[src/rtl/core/assert_macros.svh]
// ----------------------------------------------------------------------------
// assertion macros
// shared concurrent assertion forms, clocked on clk and disabled in reset
// ----------------------------------------------------------------------------
`ifndef ASSERT_MACROS_SVH
`define ASSERT_MACROS_SVH

// same-cycle implication
`define SFIR_ASSERT_IMPL(label, ante, cons, msg) \
    label: assert property (@(posedge clk) disable iff (!rst_n) (ante) |-> (cons)) \
        else $error(msg);

// next-cycle implication
`define SFIR_ASSERT_NEXT(label, ante, cons, msg) \
    label: assert property (@(posedge clk) disable iff (!rst_n) (ante) |=> (cons)) \
        else $error(msg);

`endif

[src/rtl/core/sfir_pkg.sv]
// ----------------------------------------------------------------------------
// sfir_pkg
// shared types and constants of the symmetric complex fir
// ----------------------------------------------------------------------------
package sfir_pkg;

    localparam int unsigned DATA_W    = 16;
    localparam int unsigned COEFF_W   = 16;
    localparam int unsigned PRE_W     = DATA_W + 1;
    localparam int unsigned PROD_W    = PRE_W + COEFF_W;
    localparam int unsigned NCOEFF    = 8;
    localparam int unsigned CFG_IDX_W = $clog2(NCOEFF);
    localparam int unsigned TAPS_DEF  = 16;
    localparam int unsigned SHIFT_DEF = 15;

    localparam logic signed [COEFF_W-1:0] COEFF_RESET [NCOEFF] = '{
        -16'sd29, -16'sd115, -16'sd122, 16'sd268,
        16'sd1379, 16'sd3209, 16'sd5226, 16'sd6566
    };

    typedef struct packed {
        logic signed [DATA_W-1:0] im;
        logic signed [DATA_W-1:0] re;
    } sample_t;

endpackage

[src/rtl/core/sfir_tap_cell.sv]
// ----------------------------------------------------------------------------
// sfir_tap_cell
// one delay line stage, shifts its sample to the neighbor on each request
// ----------------------------------------------------------------------------
module sfir_tap_cell (
    input  logic              clk,
    input  logic              rst_n,
    input  logic              shift,
    input  sfir_pkg::sample_t din,
    output sfir_pkg::sample_t dout
);
    import sfir_pkg::*;

    sample_t tap_reg;
    sample_t tap_next;

    always_comb
    begin
        tap_next = shift ? din : tap_reg;
    end

    always_ff @(posedge clk or negedge rst_n)
    begin
        if (!rst_n)
        begin
            tap_reg <= '0;
        end
        else
        begin
            tap_reg <= tap_next;
        end
    end

    assign dout = tap_reg;

endmodule

[config.mk]
export PLATFORM = sky130hd
export DESIGN_NAME = sfir_tap_cell
export DESIGN_NICKNAME = d
export VERILOG_FILES = /design/src/rtl/core/assert_macros.svh /design/src/rtl/core/sfir_pkg.sv /design/src/rtl/core/sfir_tap_cell.sv
export SDC_FILE = /design/constraint.sdc
export NUM_CORES = 1
export LEC_CHECK = 0
export ABC_AREA = 1
export BUFFER_PORTS_ARGS = -buffer_cell sky130_fd_sc_hd__buf_2
export CAP_MARGIN = 0
export CORE_MARGIN = 1
export CORE_UTILIZATION = 46
export CTS_BUF_LIST = sky130_fd_sc_hd__clkbuf_4 sky130_fd_sc_hd__clkbuf_8
export DETAILED_ROUTE_END_ITERATION = 6
export PLACE_DENSITY = 0.81
export SKIP_LAST_GASP = 1
export SLEW_MARGIN = 25
export SYNTH_ARGS = -nofsm -noshare
export SYNTH_HDL_FRONTEND = slang
export SYNTH_SLANG_ARGS = --single-unit
[constraint.sdc]
create_clock -name clk -period 0.8 [get_ports clk]
set_input_delay 0.08 -clock clk [delete_from_list [all_inputs] [get_ports clk]]
set_output_delay 0.08 -clock clk [all_outputs]
set_load 0.005 [all_outputs]
Word level (Yosys, flattened, before mapping):

Cells that the tools add are included.

* register bits after elaboration: 32
* logic and storage cells: 2

Longest topological paths before layout:

* depth in word-level cells: 0
* depth in mapped cells: 5
* mapped depth without buffers: 3

Worst setup path before layout:

OpenSTA, ideal clock, no wires.

* path kind: register to register
* start: register dout[0] (netlist name)
* end: register tap_reg (netlist bit dout[0])
* setup time: 116 ps
* arrival: 475 ps
* slack: 209 ps
* stages on the path, launching flop included: 3
* path through: dfrtp_1 nand2_2 nand2_1

RTL lines
* end signal, assigned: line sfir_tap_cell.sv:30 `tap_reg <= tap_next;`
* end, declared: line sfir_tap_cell.sv:14 `sample_t tap_reg;`

Worst setup path in the final report:

* start: register tap_reg (netlist bit dout[21])
* end: output port dout[21] (netlist name)

RTL lines
* end, declared: line sfir_tap_cell.sv:10 `output sfir_pkg::sample_t dout`

No word-level cell between the ends.

==> flow_metrics.py <==
metrics = {
    "synthesis": {
        "syn_area_per_cell_um2": 9.50,
        "syn-num-nets": 171,
        "yosysSeqAreaShare_pct": 62.0,
        "ys_seq_elements": 32,
        "yosysWarnings": 0,
        "synth_area_um2": 1290,
        "synth_top_area_share_pct": 62.0,
        "syn_inst": 136,
        "synth_area_leaders": "dfrtp_1 (62%), nand2_1 (25%), nand2_2 (4.8%), clkbuf_8 (3.2%), buf_6 (2.6%)",
        "synth_area_leader_cell": "dfrtp_1",
        "synth_cell_types": 7,
    },
    "critical_path": {
        "cp_data_required_time_ps": 720,
        "crit_cells": 1,
        "rr_worst_depth": 4,
        "worst-path-buf-inv": 1,
        "reg2reg_to": "dout[31]",
        "cp-end-kind": "primary output",
        "crit_start": "dout[21]",
        "crit_family": "flip-flops",
        "worstPathMaxFanout": 2,
        "criticalPathCategory": "flip-flop to primary output",
        "cp.arrival_ps": 850,
        "critical-path-max-stage-delay_ps": 400,
        "cp_cell_sequence": "buf_2",
        "timing.rr.start": "dout[31]",
        "cp-endpoint": "dout[21]",
        "cp-start-kind": "flip-flop",
        "crit_path_top_delay_cell": "dfrtp_1",
        "reg2reg_slack_ps": -50,
    },
    "clock_network": {
        "cts_resized": 0,
        "htree_levels": 2,
        "clockBufferDepth": 2,
        "cts_sinks": 32,
        "cts_tree": "built",
        "clock-root-buffer": "clkbuf_4",
        "worstSkewPairLatency_ps": 310,
        "numCtsBuffers": 5,
        "clk_pin_slew_ps": 90,
    },
    "global_routing": {
        "antenna_found_initial": 0,
        "grt_max_degree": 33,
        "grt_remaining_overflow": 0,
        "grt_pass1_wl_mm": 5.03,
        "groute.usage.overall_pct": 25.1,
        "first_global_vias": 1229,
    },
    "final_layout": {
        "fin_cells": 288,
        "layout-drive-gt1-share_pct": 41.9,
        "nets": 295,
        "regArea_um2": 801,
        "multi_input_area_um2": 385,
        "final_area_um2": 2140,
        "num_antenna_cells": 0,
        "syn_to_final_growth_pct": 65.8,
        "largest_reg_flops": 32,
        "nFillCells": 147,
    },
    "sta": {
        "finalClockSkew_ps": 0,
        "whs_ps": 10.1,
        "fmax_mhz": 1080,
        "tns_ps": -3640,
        "slew_violations": 0,
        "setup_ws_ps": -126,
        "worst_pin_slew_ps": 322,
        "layout_min_cycle_time_ps": 926,
        "setup_viol": 35,
        "max_slew_margin_pct": 78.5,
        "final-hold-violation-count": 0,
        "rsz0062_at_grt": "yes",
        "fin_crit_sh_pct": 116,
    },
    "pwr": {
        "p_leak_nw": 1.24,
        "power.density_nw_per_um2": 1580,
        "ir_worst_vdd_uv": 1440,
        "finalPower_mw": 3.39,
    },
    "route": {
        "routedWlPerCell_um": 11.9,
        "dr.pass1.iters": 4,
        "via_per_inst": 4.55,
        "ant_nets": 0,
        "vias": 1309,
        "routed_wirelength_mm": 3.43,
        "drt_drc_violations_left": 0,
        "drt_iter0_markers": 13,
    },
    "placement": {
        "place_inst": 227,
        "dp_hpwl_mm": 1.91,
        "dpl_cell_area_um2": 1610,
        "place.port_buffers": 66,
        "gp_congestion": 0.672,
    },
    "status": {
        "violations": "negative setup slack",
        "status": "finished with violations",
    },
    "job": {
        "cap_violations": 0,
    },
    "floorplan": {
        "dieWidth_um": 55.0,
        "core.rowCount": 18,
        "die_y_um": 55.0,
        "dieArea_um2": 3030,
        "initial_core_util_pct": 50.3,
        "core_area_um2": 2570,
        "io_pins": 67,
    },
    "hold_path": {
        "holdCritPathClass": "input pin to flip-flop",
    },
}
-- synth_stat cells --
| master | n |
|---|---|
| buf_12 | 1 |
| inv_8 | 1 |
| buf_6 | 3 |
| clkbuf_8 | 3 |
| dfrtp_1 | 32 |
| nand2_1 | 86 |
| nand2_2 | 10 |
-- area by class of cell --
type,instances,area share (%)
Timing Repair Buffer,124,40.6
Sequential cell,32,37.4
Multi-Input combinational cell,96,18.0
Clock buffer,5,1.75
Tap cell,30,1.75
Inverter,1,0.525
-- power breakdown --
group	switching [mW]	internal, mW
Clock	0.466	0.293
Combinational	0.331	0.469
Sequential	0.0744	1.76
-- tightest hold or removal path, stage by stage --
cell and delay (ps):
buf_2 80, nand2_1 60, nand2_1 70
-- timing repair --
action,4_1_cts,5_1_grt
endpoints found under the hold margin,63,0
setup buffers,16,8
setup endpoints to repair,32,32
hold buffers,32,0
pin swaps,0,0
-- how the worst min path moves through the flow --
stage                        from       end  slack (ps)  cells after the start
after floorplan             rst_n   dout[0]        -220                      0
after global placement      rst_n  dout[14]          40                      2
after CTS                 din[20]  dout[20]           7                      3
after global routing      din[20]  dout[20]           9                      3
final                     din[20]  dout[20]          10                      3
after detailed placement    rst_n   dout[8]          50                      2
-- routing by layer --
| layer | part of all wire [%] | GRT usage [%] | vias up |
|---|---|---|---|
| li1 | - | - | 648 |
| met1 | 39 | 24.9 | 608 |
| met2 | 53 | 47.2 | 45 |
| met3 | 6.0 | 8.47 | 8 |
| met4 | 2.0 | 10.4 | 0 |
| met5 | 0 | 0 | - |
-- stage by stage --
stage	utilization (%)	setup slack [ps]
6_report	83.5	-126
5_1_grt	83.5	-178
4_1_cts	81.1	-141
3_5_place_dp	62.5	-16.6
3_3_place_gp	62.5	42.6
2_1_floorplan	-	209
-- logic make-up after synthesis --
logic type	count (synthesis)	synth area share (%)
flops	32	62.0
simple gates	96	29.8
buf+inv	8	8.23
-- placed cells by master, fill, tap and decap left out, drive strengths merged --
cell         synthesis  routed
nand2               96      96
buf                  4      92
dfrtp               32      32
dlygate4sd3          0      32
clkbuf               3       5
inv                  1       1
(Power assumes the default switching activity.)
