File: src/rtl/core/assert_macros.svh
// ----------------------------------------------------------------------------
// assertion macros
// shared concurrent assertion forms, clocked on clk and disabled in reset
// ----------------------------------------------------------------------------
`ifndef ASSERT_MACROS_SVH
`define ASSERT_MACROS_SVH

// same-cycle implication
`define SFIR_ASSERT_IMPL(label, ante, cons, msg) \
    label: assert property (@(posedge clk) disable iff (!rst_n) (ante) |-> (cons)) \
        else $error(msg);

// next-cycle implication
`define SFIR_ASSERT_NEXT(label, ante, cons, msg) \
    label: assert property (@(posedge clk) disable iff (!rst_n) (ante) |=> (cons)) \
        else $error(msg);

`endif

File: src/rtl/core/sfir_pkg.sv
// ----------------------------------------------------------------------------
// sfir_pkg
// shared types and constants of the symmetric complex fir
// ----------------------------------------------------------------------------
package sfir_pkg;

    localparam int unsigned DATA_W    = 16;
    localparam int unsigned COEFF_W   = 16;
    localparam int unsigned PRE_W     = DATA_W + 1;
    localparam int unsigned PROD_W    = PRE_W + COEFF_W;
    localparam int unsigned NCOEFF    = 8;
    localparam int unsigned CFG_IDX_W = $clog2(NCOEFF);
    localparam int unsigned TAPS_DEF  = 16;
    localparam int unsigned SHIFT_DEF = 15;

    localparam logic signed [COEFF_W-1:0] COEFF_RESET [NCOEFF] = '{
        -16'sd29, -16'sd115, -16'sd122, 16'sd268,
        16'sd1379, 16'sd3209, 16'sd5226, 16'sd6566
    };

    typedef struct packed {
        logic signed [DATA_W-1:0] im;
        logic signed [DATA_W-1:0] re;
    } sample_t;

endpackage

File: src/rtl/core/sfir_mac_cell.sv
// ----------------------------------------------------------------------------
// sfir_mac_cell
// one mirrored tap pair: registered pre-add, then registered multiply
// ----------------------------------------------------------------------------
module sfir_mac_cell (
    input  logic                                 clk,
    input  logic                                 en,
    input  logic signed [sfir_pkg::COEFF_W-1:0]  coeff,
    input  sfir_pkg::sample_t                    tap_a,
    input  sfir_pkg::sample_t                    tap_b,
    output logic signed [sfir_pkg::PROD_W-1:0]   prod_re,
    output logic signed [sfir_pkg::PROD_W-1:0]   prod_im
);
    import sfir_pkg::*;

    logic signed [PRE_W-1:0]  pre_re_reg;
    logic signed [PRE_W-1:0]  pre_im_reg;
    logic signed [PRE_W-1:0]  pre_re_next;
    logic signed [PRE_W-1:0]  pre_im_next;
    logic signed [PROD_W-1:0] prod_re_reg;
    logic signed [PROD_W-1:0] prod_im_reg;
    logic signed [PROD_W-1:0] prod_re_next;
    logic signed [PROD_W-1:0] prod_im_next;

    always_comb
    begin
        pre_re_next  = PRE_W'(tap_a.re) + PRE_W'(tap_b.re);
        pre_im_next  = PRE_W'(tap_a.im) + PRE_W'(tap_b.im);
        prod_re_next = PROD_W'(pre_re_reg) * PROD_W'(coeff);
        prod_im_next = PROD_W'(pre_im_reg) * PROD_W'(coeff);
    end

    always_ff @(posedge clk)
    begin
        if (en)
        begin
            pre_re_reg  <= pre_re_next;
            pre_im_reg  <= pre_im_next;
            prod_re_reg <= prod_re_next;
            prod_im_reg <= prod_im_next;
        end
    end

    assign prod_re = prod_re_reg;
    assign prod_im = prod_im_reg;

endmodule

File: config.mk
export PLATFORM = sky130hd
export DESIGN_NAME = sfir_mac_cell
export DESIGN_NICKNAME = d
export VERILOG_FILES = /design/src/rtl/core/assert_macros.svh /design/src/rtl/core/sfir_pkg.sv /design/src/rtl/core/sfir_mac_cell.sv
export SDC_FILE = /design/constraint.sdc
export NUM_CORES = 2
export LEC_CHECK = 0
export BUFFER_PORTS_ARGS = -buffer_cell sky130_fd_sc_hd__buf_2
export CAP_MARGIN = 15
export CORE_ASPECT_RATIO = 1.5
export CORE_MARGIN = 2
export CORE_UTILIZATION = 30
export DETAILED_ROUTE_END_ITERATION = 8
export GPL_TIMING_DRIVEN = 1
export SLEW_MARGIN = 20
export SYNTH_ARGS = -nofsm -noshare
export SYNTH_HDL_FRONTEND = slang
export SYNTH_SLANG_ARGS = --single-unit
File: constraint.sdc
create_clock -name clk -period 14.3 [get_ports clk]
set_input_delay 2.86 -clock clk [delete_from_list [all_inputs] [get_ports clk]]
set_output_delay 2.86 -clock clk [all_outputs]
set_load 0.02 [all_outputs]
# Word level (Yosys, flattened, before mapping)
# Index checks and enable logic that the tools add are counted.
[op_classes]
n_mul = 2
add_sub_neg = 2
[op_table]
columns = ["op", "count"]
rows = [
  ["17-bit by 16-bit multiplier with 33-bit output", 2],
  ["16-bit by 16-bit adder with 17-bit output", 2],
]
[totals]
input_bits = 82
ff_bits = 100
output_inout_bits = 66

# Longest topological paths before layout
[logic_depth]
ltp_word = 1
ltp_mapped = 24
mapped_depth_nobuf = 21

# Worst setup path after synthesis
# Ideal clock, no wire load.
[synth_path]
path_type = "input port to flip-flop"
startpoint = "in coeff[1] in the netlist's numbering"
endpoint = "reg prod_re_reg[32] (netlist: prod_re[32]), data pin"
path_stages = 20
t_arrival_ns = 8.551
setup_slack_ns = 5.575
path_buffers = 1
setup_ns = 0.174
path_cell_list = "clkbuf_1 -> nand2_1 -> inv_1 -> fa_1 -> fa_1 -> fa_1 -> fa_1 -> fa_1 -> inv_1 -> fa_1 -> inv_1 -> ha_1 -> and4_1 -> and2_4 -> nand4_4 -> nor4b_4 -> o2111ai_2 -> a311oi_2 -> nor4_1 -> a311oi_1"
[synth_via]
elab_chain_len = 1
[synth_rtl]
columns = ["item", "line_no", "source"]
rows = [
  ["start, declared", "sfir_mac_cell.sv:8", "input logic signed [sfir_pkg::COEFF_W-1:0] coeff,"],
  ["17-bit by 16-bit multiplier with 33-bit output", "sfir_mac_cell.sv:29", "prod_re_next = PROD_W'(pre_re_reg) * PROD_W'(coeff);"],
  ["named net prod_re_next[32]", "sfir_mac_cell.sv:22", "logic signed [PROD_W-1:0] prod_re_next;"],
  ["end signal, assigned", "sfir_mac_cell.sv:39", "prod_re_reg <= prod_re_next;"],
  ["end, declared", "sfir_mac_cell.sv:20", "logic signed [PROD_W-1:0] prod_re_reg;"],
]
# The timed path passes the listed nets, and every way through them passes these cells.
# A chain may end at the register's enable or synchronous reset.

# Final worst setup path
# Same ends and word-level chain as after synthesis.

==> results.sh <==
export IMPL_outcome="complete, no violations"
export IMPL_fillers=8628
export IMPL_cts_resized=0
export IMPL_drc=0
export IMPL_crit_slowest_cell="fa_1"
export IMPL_hold_path_class="reg2reg"
export IMPL_cts_sinks=100
export IMPL_setup_ws_ps=4890
export IMPL_clock_skew_ps=14.4
export IMPL_worstSetupStartpointType="input pin"
export IMPL_syn2layout_area_growth_pct=8.90
export IMPL_syn_num_nets=3421
export IMPL_postCtsSetupBuffers=0
export IMPL_slew_headroom_pct=34.7
export IMPL_syn_area_per_cell_sq_um=9.70
export IMPL_end_kind="flip-flop"
export IMPL_via_per_inst=4.54
export IMPL_arrival_ps=9670
export IMPL_rsz0062_at_grt="no"
export IMPL_coreArea_sq_um=82600
export IMPL_multi_input_area_sq_um=19400
export IMPL_grt_usage_pct=15.7
export IMPL_whs_ps=826
export IMPL_port_buffers=147
export IMPL_dpl_hpwl_mm=51.4
export IMPL_post_place_ws_ps=4400
export IMPL_dieArea_sq_um=86000
export IMPL_grt_pass1_vias=19500
export IMPL_synth_cell_types=64
export IMPL_worst_setup_path_type="in2reg"
export IMPL_routed_wl_mm=63.4
export IMPL_num_rows=129
export IMPL_drt_iter0_markers=652
export IMPL_grt_overflow=0
export IMPL_synthCells=2585
export IMPL_insertion_delay_ps=440
export IMPL_whs_path_depth=2
export IMPL_grt_pass1_wl_mm=103
export IMPL_reg2reg_depth=20
export IMPL_grt_max_degree=52
export IMPL_period_needed_ps=9410
export IMPL_cp_data_required_time_ps=14560
export IMPL_final_net_count=3508
export IMPL_ys_async_sr_fraction_pct=0
export IMPL_htreeDepth=3
export IMPL_die_y_um=358
export IMPL_clockBufferDepth=2
export IMPL_netlist_area_sq_um=25100
export IMPL_clock_root_buffer="clkbuf_16"
export IMPL_hold_buffers=0
export IMPL_cts_buffers=9
export IMPL_wl_per_cell_um=16.7
export IMPL_path_clk_slew_ps=80
export IMPL_path_common_cell="fa_1"
export IMPL_cp_max_fo=34
export IMPL_firstDrtPassIters=5
export IMPL_drive_above_1_share_pct=7.25
export IMPL_cts_tree="done"
export IMPL_finalSetupTns_ps=0
export IMPL_place_congestion=0.836
export IMPL_worst_pin_slew_ps=967
export IMPL_vias=17200
export IMPL_worst_path_largest_cell_delay_ps=920
export IMPL_ys_ff_latch=100
export IMPL_antenna_found_initial=1
export IMPL_ioPinCount=148
export IMPL_worstPathCellList="buf_2, nand2_1, inv_1, fa_1, fa_1, fa_1, fa_1, fa_1, inv_1, fa_1, inv_1, ha_1, and4_1, and2_4, nand4_4, o21ai_0, o2111ai_2, a311oi_2, nor4_1, a311oi_1"
export IMPL_setup_viol=0
export IMPL_final_seq_area_sq_um=3000
export IMPL_synth_warnings=0
export IMPL_ys_seq_area_share_pct=12.0
export IMPL_die_w_um=240
export IMPL_period_share_pct=65.8
export IMPL_fmax_mhz=106
export IMPL_ant_nets=0
export IMPL_synth_edf_count=100
export IMPL_slew_violations=0
export IMPL_synthFlopType="edfxtp_1"
export IMPL_floorplan_initialDensity_pct=30.3
export IMPL_hold_viol_final=0
export IMPL_maxCapViolCount=0
[cell usage after synthesis (all sizes together) (4+ instances only)]
cell type	instances	area share, %
a2111oi	4	0.16
a211oi	11	0.35
a21boi	4	0.12
a21o	21	0.63
a21oi	53	1.1
a311oi	5	0.20
a31oi	14	0.35
and2	262	6.5
and3	12	0.30
clkbuf	81	1.2
edfxtp	100	12
fa	554	44
ha	200	10
inv	623	9.3
nand2	282	4.2
nand2b	20	0.50
nand3	12	0.24
nand4	5	0.18
nor2	84	1.3
nor2b	11	0.27
nor3	20	0.40
o211ai	8	0.26
o21a	13	0.39
o21ai	38	0.76
o21bai	7	0.21
o311ai	4	0.14
o31ai	4	0.12
o41ai	5	0.23
or2	4	0.10
or3	9	0.22
xnor2	67	2.3
xor2	16	0.56
[layout make-up]
| class | instances | share of cell area (%) |
|---|---|---|
| multi-input combinational | 1777 | 71.1 |
| sequential | 100 | 11.0 |
| inverter | 624 | 8.58 |
| tap | 1113 | 5.10 |
| timing repair buffer | 160 | 3.06 |
| clock buffer | 9 | 0.825 |
| clock inverter | 7 | 0.335 |
| antenna | 1 | 0.00917 |
[final timing paths]
path,from,slack (ps),end
setup / recovery,coeff[1],4890,prod_re[32]
hold reg to reg,pre_im_reg[0],830,prod_im[0]
setup reg to reg,pre_im_reg[11],7090,prod_im[30]
hold / removal,pre_im_reg[0],830,prod_im[0]
[routing by layer]
| layer | GRT usage, % | up-vias | routed length, um | part of all wire [%] |
|---|---|---|---|---|
| met3 | 2.51 | 74 | 2580 | 4.1 |
| met4 | 5.34 | 0 | 1470 | 2.3 |
| met5 | 0 | - | 0 | 0 |
| met1 | 17.6 | 8872 | 24500 | 39 |
| met2 | 29.9 | 310 | 34800 | 55 |
| li1 | - | 7963 | - | - |
[critical path, delay by kind of cell]
family	cells	cell delay (ps)
adder cells (fa/ha/maj)	7	3820
AO/OA/AOI/OAI	4	1270
buffers and inverters	4	840
AND/OR/NAND/NOR	5	840
[stage by stage]
stage | instances | utilization, % | cell area, sq um
finish | 3791 | 33.0 | 27300
global route | 3791 | 33.0 | 27300
CTS | 3790 | 33.0 | 27300
detailed placement | 3774 | 32.7 | 27000
global placement | 3774 | 32.7 | 27000
floorplan | 2585 | - | 25100
[kinds of logic (layout without fill, tap and decap cells)]
group           count (synthesis)  in the layout  share of synthesized area, %
fa+ha+maj                     754            754                          54.2
simple gates                  731            731                          14.6
buf+inv                       708            800                          10.6
compound gates                208            208                          5.65
flops                         100            100                          12.0
xor+xnor                       83             83                          2.90
mux                             1              1                        0.0399
other cells                     0              1                             0
[cell usage in the layout, fill, tap and decap left out, types with 16 or more instances in the layout]
cell type and n:
nand2b_1 20, fa_1 554, nand2_1 282, buf_2 146
nor2_1 84, edfxtp_1 100, ha_1 200, xnor2_1 67
and2_1 261, o21ai_0 36, a21o_1 21, xor2_1 16
inv_1 623, a21oi_1 50, nor3_1 20
Power is left out: the tool's default activity adds up to more than one toggle a clock period on the data nets, which glitch-free logic cannot reach.
