File: src/rtl/core/assert_macros.svh
// ----------------------------------------------------------------------------
// assertion macros
// shared concurrent assertion forms, clocked on clk and disabled in reset
// ----------------------------------------------------------------------------
`ifndef ASSERT_MACROS_SVH
`define ASSERT_MACROS_SVH

// same-cycle implication
`define SFIR_ASSERT_IMPL(label, ante, cons, msg) \
    label: assert property (@(posedge clk) disable iff (!rst_n) (ante) |-> (cons)) \
        else $error(msg);

// next-cycle implication
`define SFIR_ASSERT_NEXT(label, ante, cons, msg) \
    label: assert property (@(posedge clk) disable iff (!rst_n) (ante) |=> (cons)) \
        else $error(msg);

`endif

File: src/rtl/core/sfir_pkg.sv
// ----------------------------------------------------------------------------
// sfir_pkg
// shared types and constants of the symmetric complex fir
// ----------------------------------------------------------------------------
package sfir_pkg;

    localparam int unsigned DATA_W    = 16;
    localparam int unsigned COEFF_W   = 16;
    localparam int unsigned PRE_W     = DATA_W + 1;
    localparam int unsigned PROD_W    = PRE_W + COEFF_W;
    localparam int unsigned NCOEFF    = 8;
    localparam int unsigned CFG_IDX_W = $clog2(NCOEFF);
    localparam int unsigned TAPS_DEF  = 16;
    localparam int unsigned SHIFT_DEF = 15;

    localparam logic signed [COEFF_W-1:0] COEFF_RESET [NCOEFF] = '{
        -16'sd29, -16'sd115, -16'sd122, 16'sd268,
        16'sd1379, 16'sd3209, 16'sd5226, 16'sd6566
    };

    typedef struct packed {
        logic signed [DATA_W-1:0] im;
        logic signed [DATA_W-1:0] re;
    } sample_t;

endpackage

File: src/rtl/core/sfir_add_tree.sv
// ----------------------------------------------------------------------------
// sfir_add_tree
// registered binary adder tree over the pair products, with a register on every level
// ----------------------------------------------------------------------------
module sfir_add_tree #(
    parameter int unsigned N     = 8,
    parameter int unsigned SUM_W = sfir_pkg::PROD_W + $clog2(N)
) (
    input  logic                                clk,
    input  logic                                en,
    input  logic signed [sfir_pkg::PROD_W-1:0]  leaf [N],
    output logic signed [SUM_W-1:0]             root
);
    import sfir_pkg::*;

    localparam int unsigned LV     = $clog2(N);
    localparam int unsigned LEAVES = 1 << LV;

    logic signed [SUM_W-1:0] node [1:2*LEAVES-1];

    for (genvar i = LEAVES; i < 2 * LEAVES; i++)
    begin : g_leaf
        if (i - LEAVES < N)
        begin : g_used
            assign node[i] = SUM_W'(leaf[i-LEAVES]);
        end
        else
        begin : g_pad
            assign node[i] = '0;
        end
    end

    for (genvar i = 1; i < LEAVES; i++)
    begin : g_node
        logic signed [SUM_W-1:0] sum_reg;
        logic signed [SUM_W-1:0] sum_next;

        assign sum_next = node[2*i] + node[2*i+1];

        always_ff @(posedge clk)
        begin
            if (en)
            begin
                sum_reg <= sum_next;
            end
        end

        assign node[i] = sum_reg;
    end

    assign root = node[1];

endmodule

File: config.mk
export PLATFORM = sky130hd
export DESIGN_NAME = sfir_add_tree
export DESIGN_NICKNAME = d
export VERILOG_FILES = /design/src/rtl/core/assert_macros.svh /design/src/rtl/core/sfir_pkg.sv /design/src/rtl/core/sfir_add_tree.sv
export SDC_FILE = /design/constraint.sdc
export NUM_CORES = 1
export LEC_CHECK = 0
export BUFFER_PORTS_ARGS = -buffer_cell sky130_fd_sc_hd__buf_2
export CORE_AREA = 2 2 247 249
export DETAILED_ROUTE_END_ITERATION = 10
export DIE_AREA = 0 0 249 251
export HOLD_SLACK_MARGIN = 0.1
export PLACE_DENSITY = 0.59
export REMOVE_ABC_BUFFERS = 1
export SKIP_LAST_GASP = 1
export SYNTH_ARGS = -nofsm -noshare
export SYNTH_HDL_FRONTEND = slang
export SYNTH_SLANG_ARGS = --single-unit
File: constraint.sdc
create_clock -name clk -period 8.1 [get_ports clk]
set_clock_uncertainty 0.2 [all_clocks]
set_input_delay 0.405 -clock clk [delete_from_list [all_inputs] [get_ports clk]]
set_output_delay 0.405 -clock clk [all_outputs]
set_load 0.02 [all_outputs]
# == Word level (Yosys, flattened, before mapping) ==
# Index checks and enable logic that the tools add are counted.
# totals
ff_bits,252
wordCells,14
# op_classes
addsub,7
# ops
cell,count
adder 33 x 33 -> 34 bit,4
adder 36 bit,3

# == Longest topological paths before layout ==
# depth
word_depth,1
depth_mapped,13
depth_no_buf,13

# == Least setup slack after synthesis ==
# No wires, ideal clock.
# synth_timing
path_type,flip-flop to flip-flop
from,register g_node[2].sum_reg[0]
to,register g_node[1].sum_reg[32] (netlist: root[32]) (data pin)
synth_period_minus_slack_ps,3295
setup_ps,258
required_time_ps,7642
path_stages_with_launch,13
arrival_ps,2837
path_slack_ps,4805
n_path_buf,0
cell_sequence,edfxtp_1 ha_1 fa_1 a21o_1 a221oi_2 a31oi_1 a211o_1 nor4_4 o31ai_1 o221ai_2 o21ai_2 a21oi_2 xnor2_1
# synth_via
elab_chain_len,1
# synth_lines
element,line_no,source
from (decl),sfir_add_tree.sv:35,logic signed [SUM_W-1:0] sum_reg;
from (signal assigned),sfir_add_tree.sv:44,sum_reg <= sum_next;
adder 36 bit,sfir_add_tree.sv:38,assign sum_next = node[2*i] + node[2*i+1];
via g_node[1].sum_next[32],sfir_add_tree.sv:36,logic signed [SUM_W-1:0] sum_next;
to (signal assigned),sfir_add_tree.sv:44,
to (decl),sfir_add_tree.sv:35,
# The timed path passes the listed nets, and every way through them passes these cells.
# A chain may end at the register's enable or synchronous reset.

# == Final worst setup path ==
# layout_timing
from,input leaf[99] (netlist bit)
to,register g_node[6].sum_reg[32] (data pin)
# layout_via
elab_chain_len,1
# layout_lines
element,line_no,source
from (decl),sfir_add_tree.sv:11,"input logic signed [sfir_pkg::PROD_W-1:0] leaf [N],"
adder 33 x 33 -> 34 bit,sfir_add_tree.sv:38,
via g_node[6].sum_next[32],sfir_add_tree.sv:36,
to (signal assigned),sfir_add_tree.sv:44,
to (decl),sfir_add_tree.sv:35,
# The timed path passes the listed nets, and every way through them passes these cells.

==> metrics.txt <==
outcome=complete, no violations; Leak=9.80 nW; synthesized area per cell=10.1 sq um; Pre-Repair DR Iteration Count=7; Die Footprint=62500 sq um; CP required=8.20 ns; antenna violations before repair=2; routed vias=15465; Fmax achieved=260 MHz; total grt overflow=0; crit path max fanout=4; Sw Pwr=2.48 mW; post-cts gate resize count=0; Area Overhead vs Synth=18.5%; Int Power=3.99 mW; die height=251 um; vias per cell=5.16; final setup fails=0; max_cap viols=0; largest net degree at the start of global routing=129; worst r2r path cells=11; Synth Register Bits=244; post-route insts no fill=3000; diode count=0; PwrDens=287 nW/um^2; DRC Markers=0; final net count=2704; final hold violations=0; Post-DRT Antenna Nets=0; share of post-route cells with drive strength above 1=16.9%; fill cell count=6003; Seq/Total Area, Yosys=38.6%; Placed Cells=2931; CTS tree=yes; Post-synth EDFFs=244; final wirelength=53300 um; port bufs=301; nature of the critical path endpoint=flop; Routed WL per cell=17.8 um; CTS buffer count=29; DIE WIDTH=249 um; Main synth FF type=edfxtp_1; # Post-CTS Setup Buffers=0; RR Startpoint=g_node[2].sum_reg[0]; RePlAce Congestion=0.894; FF-to-FF setup slack=4.37 ns; Gate Count Post-Synth=1880; Worst Setup SP=leaf[99]; DP Wirelength=43800 um; sequential power share=32.3%; # hold bufs at CTS=16; Rel. slew slack=30.9%; Slew @ Worst Pin=1.04 ns; max reg flops=208; CORE AREA=59800 sq um; Endpoint, Worst Hold=g_node[4].sum_reg[5]; CP startpoint kind=input port; WHS Path Cells=3; maximum clock insertion buffer count=3; hold path start=leaf[236]; Yosys cell types=70; Clock Pin Slew Worst Setup and Hold Paths=0.06 ns; first-pass GRT wire length=83100 um; mapped cell area=19000 sq um; vias in the first global route=15582; async set-reset flop share out of synthesis=0%; Comb pwr share=47.3%; I/O pins=302; Post-Route Utilization=37.7%; clock sinks=244; WS Path Type=input port to flop; Root Buffer=clkbuf_16; H-Tree Depth=1; clk_lat worst skew=0.58 ns; yosys warns=0; Slew Limit Fails=0; WP data arrival=3.95 ns; Clk pwr share=20.4%; Iter 0 DRT Violations=881; Final period util=47.5%; Initial Util=31.8%; RSZ-0062 raised after global routing=no; Worst R2R End=root[30]; Max VDD drop=0.145 mV; hold crit path type=input port to flop; setup tns final=0 ns; FP Rows=90; Final min period=3.85 ns; Sw Ratio=38.3%; global-route usage over all layers=16.6%
## cell type report
class	count	area, sq um	share of cell area (%)
repair buffers	318	1700	7.53
inverters	68	255	1.13
well taps	782	978	4.34
multi-input cells	1535	11300	50.2
flip-flops and latches	244	7330	32.5
clock inverters	20	231	1.03
clock buffers	33	741	3.29
## cell families (layout without fill, tap and decap cells)
logic type / after synthesis / after routing / synth area share [%]
AND/OR/NAND/NOR: 426 / 426 / 11.1
multiplexers: 1 / 1 / 0.0527
AO/OA/AOI/OAI: 651 / 651 / 22.2
XOR/XNOR: 215 / 215 / 9.91
adder cells (fa/ha/maj): 242 / 242 / 16.2
buffers and inverters: 101 / 439 / 1.99
flip-flops: 244 / 244 / 38.6
## synthesized netlist by cell type (4+ instances only)
cell type / number / area share, %
a41oi_1: 4 / 0.18
edfxtp_1: 244 / 39
xnor2_1: 142 / 6.5
o21ai_1: 10 / 0.26
o31a_1: 6 / 0.28
a211oi_1: 13 / 0.51
nor4_1: 5 / 0.16
and4_1: 4 / 0.18
and3_1: 25 / 0.82
nor2_1: 97 / 1.9
a31oi_1: 29 / 0.95
nor2b_1: 32 / 1.1
a211o_1: 10 / 0.46
a21boi_0: 5 / 0.20
a221oi_1: 4 / 0.18
nand2b_1: 29 / 0.95
a31o_2: 6 / 0.28
xor2_1: 73 / 3.4
inv_1: 68 / 1.3
o211ai_1: 14 / 0.55
or2_2: 6 / 0.20
ha_1: 235 / 15
o21ai_0: 94 / 2.5
o21a_1: 27 / 1.1
o22ai_1: 4 / 0.13
o21bai_1: 27 / 1.1
or3_1: 6 / 0.20
a21o_1: 124 / 4.9
nand3_1: 43 / 1.1
fa_1: 7 / 0.74
nand4_1: 24 / 0.79
o31ai_1: 19 / 0.75
nand2_1: 112 / 2.2
nor3_1: 21 / 0.55
clkbuf_1: 32 / 0.63
and2_1: 11 / 0.36
a21oi_1: 214 / 5.6
## power by group through the flow
stage | Sequential, mW | Clock [mW] | Combinational [mW]
after floorplan | 2.16 | 0 | 2.11
after global placement | 2.12 | 0 | 3.05
after detailed placement | 2.13 | 0 | 3.08
after CTS | 2.10 | 1.36 | 3.10
after global routing | 2.13 | 1.41 | 3.43
final | 2.09 | 1.32 | 3.06
## through the flow
stage / cell area, sq um / hold slack, ns / power [mW] / setup slack [ns]
2_1_floorplan: 18900 / 0.313 / 4.27 / 4.81
3_3_place_gp: 21400 / 0.324 / 5.18 / 4.15
3_5_place_dp: 21400 / 0.350 / 5.21 / 4.11
4_1_cts: 22500 / 0.110 / 6.57 / 4.15
5_1_grt: 22500 / 0.127 / 6.96 / 3.91
6_report: 22500 / 0.133 / 6.47 / 4.25
## worst max-delay path: stages
cell and delay [ns]:
dlygate4sd3_1 0.53, buf_2 0.12, ha_1 0.20, inv_1 0.07, fa_1 0.21, nor2b_1 0.05
o21ai_0 0.23, a21oi_1 0.13, o21ai_0 0.45, o21bai_1 0.26, o211ai_1 0.38, o21ai_0 0.23
a21oi_1 0.32, mux2i_1 0.23, o2111ai_1 0.12
## cell usage in the layout, fill, tap and decap left out, drive strengths merged, types with 21 or more instances in the layout
cell	count
buf	302
edfxtp	244
ha	235
a21oi	215
xnor2	142
a21o	124
nand2	112
o21ai	105
nor2	97
xor2	73
inv	70
nand3	43
clkbuf	33
nor2b	32
a31oi	29
nand2b	29
o21bai	27
o21a	27
and3	25
nand4	24
nor3	21
## how the worst max path moves through the flow
stage	endpoint	slack (ns)	depth (start not counted)
floorplan	root[32]	4.81	12
global placement	g_node[6].sum_reg[30]	4.15	14
detailed placement	g_node[6].sum_reg[30]	4.11	14
CTS	g_node[6].sum_reg[30]	4.15	15
global route	g_node[6].sum_reg[32]	3.91	15
finish	g_node[6].sum_reg[32]	4.25	15
## layer usage
metal  part of all wire, %  global-route usage (%)  wire [um]  up-vias
li1                      -                       -          -     7758
met1                    45                    21.0      23700     7257
met2                    49                    30.0      26200      366
met3                   3.8                    1.75       2010       82
met4                   2.5                    4.45       1330        2
met5                 0.024                       0         13        -
Power figures use the tool's default switching activity.
